--- src/ssd_pkg.sv ---
// Shared widths, step counts and sequencer states for the standard deviation block.
package ssd_pkg;

   localparam int SampleWidth       = 16;
   localparam int CountWidth        = 16;
   localparam int SumWidth          = 32;
   localparam int SumSqWidth        = 47;
   localparam int StdWidth          = 24;
   localparam int MaxSamplesDefault = 65535;

   localparam int MagWidth   = 31;  // |sum| < 2^31
   localparam int AccWidth   = 64;  // signed n*sumsq - sum^2
   localparam int MulAWidth  = 32;
   localparam int MulBWidth  = 16;
   localparam int ProdWidth  = MulAWidth + MulBWidth;
   localparam int DivWidth   = 32;  // divisor n*(n-1)
   localparam int RemWidth   = 32;
   localparam int QuotWidth  = 48;  // floor(65536*v/d) < 2^48
   localparam int RootWidth  = StdWidth;
   localparam int SubWidth   = 34;
   localparam int StepWidth  = 6;

   localparam int MulLastStep  = 5;
   localparam int DivLastStep  = QuotWidth - 1;
   localparam int SqrtLastStep = RootWidth - 1;

   typedef enum logic [2:0] {
      ST_IDLE,
      ST_MUL,
      ST_DIV,
      ST_SQRT,
      ST_OUT
   } state_type;

endpackage

--- src/sample_standard_deviation.sv ---
// Streaming sample standard deviation (n-1 divisor) of signed Q8.8 samples, Q8.16 result.
//
// Samples arrive as req_ beats, one per cycle while req_ready is high, and are folded into a
// count, a signed sum and a sum of squares in the cycle they are taken. The beat flagged
// req_last closes the set: req_ready drops and a small sequencer computes
// floor(sqrt(65536*(n*sumsq - sum^2) / (n*(n-1)))) exactly in integers. It runs one shared
// 32x16 multiplier for n*sumsq in two halves, sum^2 in two halves and n*(n-1), then one
// shared 34-bit subtractor for a restoring divide and a digit-by-digit square root, then an
// output state that loads the rsp_ register. A one-sample set leaves the multiply state at
// its first step and skips the divide and root. The output state waits while the previous
// result has not yet been taken. Intake resumes as soon as the result sits in the output
// register, so the next set accumulates while rsp_valid waits on rsp_ready. Sets with fewer
// than two samples give 0. Once MAX_SAMPLES samples are held, further samples of the set are
// discarded and rsp_overflow is set on that set's result; a discarded beat flagged last
// still closes the set.
module sample_standard_deviation #(
   parameter int MAX_SAMPLES = ssd_pkg::MaxSamplesDefault
) (
   input  logic                                 clock,
   input  logic                                 reset,
   input  logic                                 req_valid,
   output logic                                 req_ready,
   input  logic signed [ssd_pkg::SampleWidth-1:0] req_sample,
   input  logic                                 req_last,
   output logic                                 rsp_valid,
   input  logic                                 rsp_ready,
   output logic [ssd_pkg::StdWidth-1:0]         rsp_std_dev,
   output logic [ssd_pkg::CountWidth-1:0]       rsp_sample_count,
   output logic                                 rsp_overflow
);

   // sequencer
   ssd_pkg::state_type state_ff, state_in;
   logic [ssd_pkg::StepWidth-1:0] step_ff, step_in;

   // accumulators
   logic [ssd_pkg::CountWidth-1:0]       count_ff, count_in;
   logic signed [ssd_pkg::SumWidth-1:0]  sum_ff, sum_in;
   logic [ssd_pkg::SumSqWidth-1:0]       sumsq_ff, sumsq_in;
   logic                                 dropped_ff, dropped_in;

   // arithmetic datapath
   logic [ssd_pkg::ProdWidth-1:0]        p_ff, p_in;
   logic signed [ssd_pkg::AccWidth-1:0]  acc_ff, acc_in;
   logic [ssd_pkg::DivWidth-1:0]         d_ff, d_in;
   logic [ssd_pkg::RemWidth-1:0]         rem_ff, rem_in;
   logic [ssd_pkg::QuotWidth-1:0]        low_ff, low_in;
   logic [ssd_pkg::RootWidth-1:0]        root_ff, root_in;

   // output register
   logic                                 rsp_valid_ff, rsp_valid_in;
   logic [ssd_pkg::StdWidth-1:0]         std_ff, std_in;
   logic [ssd_pkg::CountWidth-1:0]       cnt_out_ff, cnt_out_in;
   logic                                 ovf_ff, ovf_in;

   // combinational helpers
   logic                                 req_take;
   logic signed [2*ssd_pkg::SampleWidth-1:0] smp_sq;
   logic [ssd_pkg::SumWidth-1:0]         sum_abs;
   logic [ssd_pkg::MagWidth-1:0]         mag;
   logic [ssd_pkg::MulAWidth-1:0]        mul_a;
   logic [ssd_pkg::MulBWidth-1:0]        mul_b;
   logic signed [ssd_pkg::AccWidth-1:0]  addend;
   logic [ssd_pkg::AccWidth-2:0]         v;
   logic [ssd_pkg::SubWidth-1:0]         sub_a, sub_b, diff;
   logic                                 borrow;

   assign req_ready        = (state_ff == ssd_pkg::ST_IDLE);
   assign req_take         = req_valid & req_ready;
   assign rsp_valid        = rsp_valid_ff;
   assign rsp_std_dev      = std_ff;
   assign rsp_sample_count = cnt_out_ff;
   assign rsp_overflow     = ovf_ff;

   assign smp_sq  = req_sample * req_sample;
   assign sum_abs = sum_ff[ssd_pkg::SumWidth-1] ? ssd_pkg::SumWidth'(-sum_ff)
                                                : ssd_pkg::SumWidth'(sum_ff);
   assign mag     = sum_abs[ssd_pkg::MagWidth-1:0];

   // shared multiplier, operands picked by step
   always_comb begin
      case (step_ff)
         ssd_pkg::StepWidth'(0): begin
            mul_a = ssd_pkg::MulAWidth'(sumsq_ff[23:0]);
            mul_b = count_ff;
         end
         ssd_pkg::StepWidth'(1): begin
            mul_a = ssd_pkg::MulAWidth'(sumsq_ff[ssd_pkg::SumSqWidth-1:24]);
            mul_b = count_ff;
         end
         ssd_pkg::StepWidth'(2): begin
            mul_a = ssd_pkg::MulAWidth'(mag);
            mul_b = mag[15:0];
         end
         ssd_pkg::StepWidth'(3): begin
            mul_a = ssd_pkg::MulAWidth'(mag);
            mul_b = ssd_pkg::MulBWidth'(mag[ssd_pkg::MagWidth-1:16]);
         end
         ssd_pkg::StepWidth'(4): begin
            mul_a = ssd_pkg::MulAWidth'(count_ff);
            mul_b = count_ff - 1'b1;
         end
         default: begin
            mul_a = '0;
            mul_b = '0;
         end
      endcase
   end

   assign p_in = ssd_pkg::ProdWidth'(mul_a) * ssd_pkg::ProdWidth'(mul_b);

   // partial product from the previous step: +n*sumsq lo/hi, -sum^2 lo/hi
   always_comb begin
      case (step_ff)
         ssd_pkg::StepWidth'(1): addend = ssd_pkg::AccWidth'(p_ff);
         ssd_pkg::StepWidth'(2): addend = ssd_pkg::AccWidth'(p_ff) <<< 24;
         ssd_pkg::StepWidth'(3): addend = -ssd_pkg::AccWidth'(p_ff);
         ssd_pkg::StepWidth'(4): addend = -(ssd_pkg::AccWidth'(p_ff) <<< 16);
         default:                addend = '0;
      endcase
   end

   // clamp at zero, as the integer form does
   assign v = acc_ff[ssd_pkg::AccWidth-1] ? '0 : acc_ff[ssd_pkg::AccWidth-2:0];

   // shared subtractor: divide trial or square-root trial
   always_comb begin
      if (state_ff == ssd_pkg::ST_SQRT) begin
         sub_a = ssd_pkg::SubWidth'({rem_ff[24:0], low_ff[ssd_pkg::QuotWidth-1 -: 2]});
         sub_b = ssd_pkg::SubWidth'({root_ff, 2'b01});
      end else begin
         sub_a = {1'b0, rem_ff, low_ff[ssd_pkg::QuotWidth-1]};
         sub_b = ssd_pkg::SubWidth'(d_ff);
      end
   end

   assign diff   = sub_a - sub_b;
   assign borrow = diff[ssd_pkg::SubWidth-1];

   // next state and datapath control
   always_comb begin
      state_in     = state_ff;
      step_in      = step_ff;
      count_in     = count_ff;
      sum_in       = sum_ff;
      sumsq_in     = sumsq_ff;
      dropped_in   = dropped_ff;
      acc_in       = acc_ff;
      d_in         = d_ff;
      rem_in       = rem_ff;
      low_in       = low_ff;
      root_in      = root_ff;
      rsp_valid_in = rsp_valid_ff & ~rsp_ready;
      std_in       = std_ff;
      cnt_out_in   = cnt_out_ff;
      ovf_in       = ovf_ff;

      case (state_ff)
         ssd_pkg::ST_IDLE: begin
            if (req_take) begin
               if (count_ff < ssd_pkg::CountWidth'(MAX_SAMPLES)) begin
                  count_in = count_ff + 1'b1;
                  sum_in   = sum_ff + ssd_pkg::SumWidth'(req_sample);
                  sumsq_in = sumsq_ff + ssd_pkg::SumSqWidth'($unsigned(smp_sq));
               end else begin
                  dropped_in = 1'b1;
               end
               if (req_last) begin
                  state_in = ssd_pkg::ST_MUL;
                  step_in  = '0;
               end
            end
         end

         ssd_pkg::ST_MUL: begin
            acc_in  = (step_ff == '0) ? '0 : acc_ff + addend;
            step_in = step_ff + 1'b1;
            if (step_ff == '0 && count_ff < ssd_pkg::CountWidth'(2)) begin
               // fewer than two samples: result is zero
               root_in  = '0;
               state_in = ssd_pkg::ST_OUT;
            end else if (step_ff == ssd_pkg::StepWidth'(ssd_pkg::MulLastStep)) begin
               d_in     = p_ff[ssd_pkg::DivWidth-1:0];
               rem_in   = ssd_pkg::RemWidth'(v[ssd_pkg::AccWidth-2:32]);
               low_in   = {v[31:0], 16'b0};
               step_in  = '0;
               state_in = ssd_pkg::ST_DIV;
            end
         end

         ssd_pkg::ST_DIV: begin
            rem_in  = borrow ? {rem_ff[ssd_pkg::RemWidth-2:0], low_ff[ssd_pkg::QuotWidth-1]}
                             : diff[ssd_pkg::RemWidth-1:0];
            low_in  = {low_ff[ssd_pkg::QuotWidth-2:0], ~borrow};
            step_in = step_ff + 1'b1;
            if (step_ff == ssd_pkg::StepWidth'(ssd_pkg::DivLastStep)) begin
               rem_in   = '0;
               root_in  = '0;
               step_in  = '0;
               state_in = ssd_pkg::ST_SQRT;
            end
         end

         ssd_pkg::ST_SQRT: begin
            rem_in  = borrow ? ssd_pkg::RemWidth'(sub_a) : diff[ssd_pkg::RemWidth-1:0];
            low_in  = {low_ff[ssd_pkg::QuotWidth-3:0], 2'b00};
            root_in = {root_ff[ssd_pkg::RootWidth-2:0], ~borrow};
            step_in = step_ff + 1'b1;
            if (step_ff == ssd_pkg::StepWidth'(ssd_pkg::SqrtLastStep)) begin
               state_in = ssd_pkg::ST_OUT;
            end
         end

         ssd_pkg::ST_OUT: begin
            if (!rsp_valid_ff || rsp_ready) begin
               rsp_valid_in = 1'b1;
               std_in       = root_ff;
               cnt_out_in   = count_ff;
               ovf_in       = dropped_ff;
               count_in     = '0;
               sum_in       = '0;
               sumsq_in     = '0;
               dropped_in   = 1'b0;
               state_in     = ssd_pkg::ST_IDLE;
            end
         end

         default: begin
            state_in = ssd_pkg::ST_IDLE;
         end
      endcase
   end

   always_ff @(posedge clock) begin
      if (reset) begin
         state_ff     <= ssd_pkg::ST_IDLE;
         step_ff      <= '0;
         count_ff     <= '0;
         sum_ff       <= '0;
         sumsq_ff     <= '0;
         dropped_ff   <= 1'b0;
         rsp_valid_ff <= 1'b0;
      end else begin
         state_ff     <= state_in;
         step_ff      <= step_in;
         count_ff     <= count_in;
         sum_ff       <= sum_in;
         sumsq_ff     <= sumsq_in;
         dropped_ff   <= dropped_in;
         rsp_valid_ff <= rsp_valid_in;
      end
   end

   // payload, no reset
   always_ff @(posedge clock) begin
      p_ff       <= p_in;
      acc_ff     <= acc_in;
      d_ff       <= d_in;
      rem_ff     <= rem_in;
      low_ff     <= low_in;
      root_ff    <= root_in;
      std_ff     <= std_in;
      cnt_out_ff <= cnt_out_in;
      ovf_ff     <= ovf_in;
   end

endmodule

--- config.mk ---
export PLATFORM = sky130hd
export DESIGN_NAME = sample_standard_deviation
export DESIGN_NICKNAME = d
export VERILOG_FILES = /design/src/ssd_pkg.sv /design/src/sample_standard_deviation.sv
export SDC_FILE = /design/constraint.sdc
export NUM_CORES = 2
export LEC_CHECK = 0
export BUFFER_PORTS_ARGS = -buffer_cell sky130_fd_sc_hd__buf_2
export CAP_MARGIN = 5
export CORE_MARGIN = 2
export CORE_UTILIZATION = 55
export CTS_CLUSTER_SIZE = 40
export DETAILED_ROUTE_END_ITERATION = 10
export HOLD_SLACK_MARGIN = 0.02
export PLACE_DENSITY = 0.71
export REMOVE_ABC_BUFFERS = 1
export SLEW_MARGIN = 10
export SYNTH_ARGS = -nofsm -noshare
export SYNTH_HDL_FRONTEND = slang
export SYNTH_SLANG_ARGS = --single-unit
--- constraint.sdc ---
create_clock -name clock -period 21.7 [get_ports clock]
set_input_delay 2.17 -clock clock [delete_from_list [all_inputs] [get_ports clock]]
set_output_delay 2.17 -clock clock [all_outputs]
set_load 0.05 [all_outputs]
==> qor.txt <==
status - finished clean
Pleak - 25.0 nW
Fin Setup TNS - 0 ns
vias per cell - 6.04
Final Hold Viols - 0
most frequent cells in the layout - inv_1, nand2_1, fa_1
Final Critical Period - 10.72 ns
max incr delay on CP - 0.71 ns
post-synthesis cell type count - 93
via count - 42566
first-pass GRT wire length - 236000 µm
nets - 6813
largest net degree at the start of global routing - 86
max-cap check violation count - 0
DIE AREA - 0.0957 mm²
crit share post-route - 49.4%
pwr dens - 170 mW/mm²
clock slew at reported path FFs - 0.06 ns
Worst Skew - 0.0457 ns
I/O pin count - 64
RSZ-0062 raised after global routing - false
Setup crit start kind - primary input
slowest CP cell - a211oi_1
First-pass DRT Iterations - 9
DP HPWL - 116000 µm
Post-synth EDFFs - 241
number of fillers in the final layout - 8198
Max rail drop VDD - 310 µV
Post-route DRC - 0
Worst-Skew Late Latency - 0.63 ns
Hold Path Class - register to register
Die Wd - 309 µm
Die Y - 309 µm
Ys Warns - 0
met1 Use GR - 40.4%
drt first-iter violations - 3925
CTS Sinks - 395
Overflow after GRT - 0
Synth Flop Type - edfxtp_1
Critical Path End Type - register
post-synthesis sequential area ratio - 20.1%
FMAX - 0.0933 GHz
final wirelength - 148000 µm
Seq cells post-synth - 395
layout cells sized above 1 - 4.92%
initial antenna violation count - 1
Syn Area/Cell - 8.74 µm²
fin util - 59.0%
busiest grt layer - met2
vias in the first global route - 43260
Initial Util - 55.7%
gpl congestion - 0.968
Worst Path Arrival - 11.19 ns
most common cell after layout, fill and taps aside - inv_1
Core ar. - 0.0921 mm²
overall global routing resource usage - 31.4%
slew margin rel. - 18.6%
FFs w/ async S/R, synth - 0%
Crit Path Class - primary input to register
# rows - 111
Port Buffers - 63
TritonCTS Buffers - 46
register area - 0.0103 mm²
setup bufs post-CTS - 0
H-tree Lvls - 2
GR Util met2 - 52.0%
Post-Syn Instances - 5864
area grow syn2layout - 5.89%
Critical Path Fanout Max - 18
multi-input logic area - 0.0368 mm²
worst slew pin tran - 1.22 ns
Netlist Area Pre-Place - 0.0513 mm²
final non-filler cell total - 7051
global-route met3 utilization - 5.38%
cts repair resizes - 0
CTS tree - done
worst-case clock buffer depth - 3
# diodes - 0
post-route antenna net violation count - 0
cts hold-fix bufs - 0
CP required - 22.17 ns
routed len/inst - 20.9 µm
fin. max-slew vios - 0
Placed Cells - 6966
# setup viols final - 0
Clock Tree Root - clkbuf_16
## worst max-delay path: cells and delay by family
family                     cells  cell delay, ns
AOI/OAI and AO/OA             12            3.73
adders and majority gates      8            3.60
and+or+nand+nor                4            0.66
buffers and inverters          7            0.63
xor gates and xnor gates       2            0.34
## cell type report
class | instances | share of cell area [%]
Tap cell | 1243 | 2.86
Sequential cell | 395 | 19.0
Clock buffer | 62 | 2.50
Clock inverter | 23 | 0.449
Timing Repair Buffer | 128 | 1.48
Inverter | 853 | 5.90
Multi-Input combinational cell | 4347 | 67.8
## state kept, by name, summed over array words and instances (netlist names), 3 cells and up
name,count
p_ff,48
state_ff,3
step_ff,6
rsp_std_dev,24
acc_ff,64
count_ff,16
root_ff,24
rsp_sample_count,16
sum_ff,32
rem_ff,32
low_ff,48
sumsq_ff,47
d_ff,32
## power by group
part / internal, mW / leakage, nW / switching, mW / total (mW)
Sequential: 1.04 / 3.53 / 0.183 / 1.22
Clock: 0.470 / 0.786 / 0.341 / 0.811
Combinational: 2.84 / 20.7 / 4.35 / 7.19
Total: 4.35 / 25.0 / 4.87 / 9.22
## layer usage
layer,routed length (µm),vias up
li1,-,19474
met2,68200,1829
met4,7800,0
met3,12400,433
met1,59100,20830
met5,0,-
## logic make-up (layout without fill, tap and decap cells)
family                     count (synthesis)  in the layout  share of synthesized area (%)
and+or+nand+nor                         1855           1855                           16.4
AOI/OAI and AO/OA                       1164           1164                           15.4
buffers and inverters                   1122           1066                           8.47
adders and majority gates               1021           1021                           34.4
DFF                                      395            395                           20.1
xor gates and xnor gates                 300            300                           5.12
muxes                                      7              7                          0.137
## stage by stage
stage | hold slack (ns) | power (mW) | setup WS [ns] | instance area [µm²]
final | 0.438 | 9.22 | 10.98 | 54300
after global routing | 0.455 | 10.2 | 10.25 | 54300
after CTS | 0.436 | 9.17 | 11.08 | 54300
after detailed placement | 0.426 | 8.33 | 10.54 | 52700
after global placement | 0.422 | 8.23 | 10.63 | 52700
after floorplan | 0.409 | 6.63 | 11.43 | 50100
## final timing paths
check | from | endpoint | slack [ns] | cells after the start
worst max-delay path | req_sample[10] | sumsq_ff[42] | 10.98 | 33
worst min-delay path | root_ff[5] | rsp_std_dev[5] | 0.44 | 0
worst max register to register | step_ff[4] | p_ff[43] | 11.57 | 29
worst min register to register | root_ff[5] | rsp_std_dev[5] | 0.44 | 0
## synthesized netlist by cell type, drive strengths merged (37+ instances only)
master	n	area (µm²)
nand3	75	375
a21o	115	863
inv	853	3200
or3	44	284
nor2	502	1900
a222oi	47	470
xor2	116	1020
nand2b	47	294
clkbuf	229	940
ha	374	4680
a21oi	283	1420
o21ai	234	1170
edfxtp	241	7240
and3	66	413
xnor2	184	1610
dfxtp	154	3080
o21a	37	278
a31oi	40	250
nor3	87	462
buf	40	201
nand4	37	238
a211oi	39	293
a22oi	54	405
and2	106	663
fa	647	13000
nand2	766	2880
No activity file was read; power rests on OpenSTA's default activity.
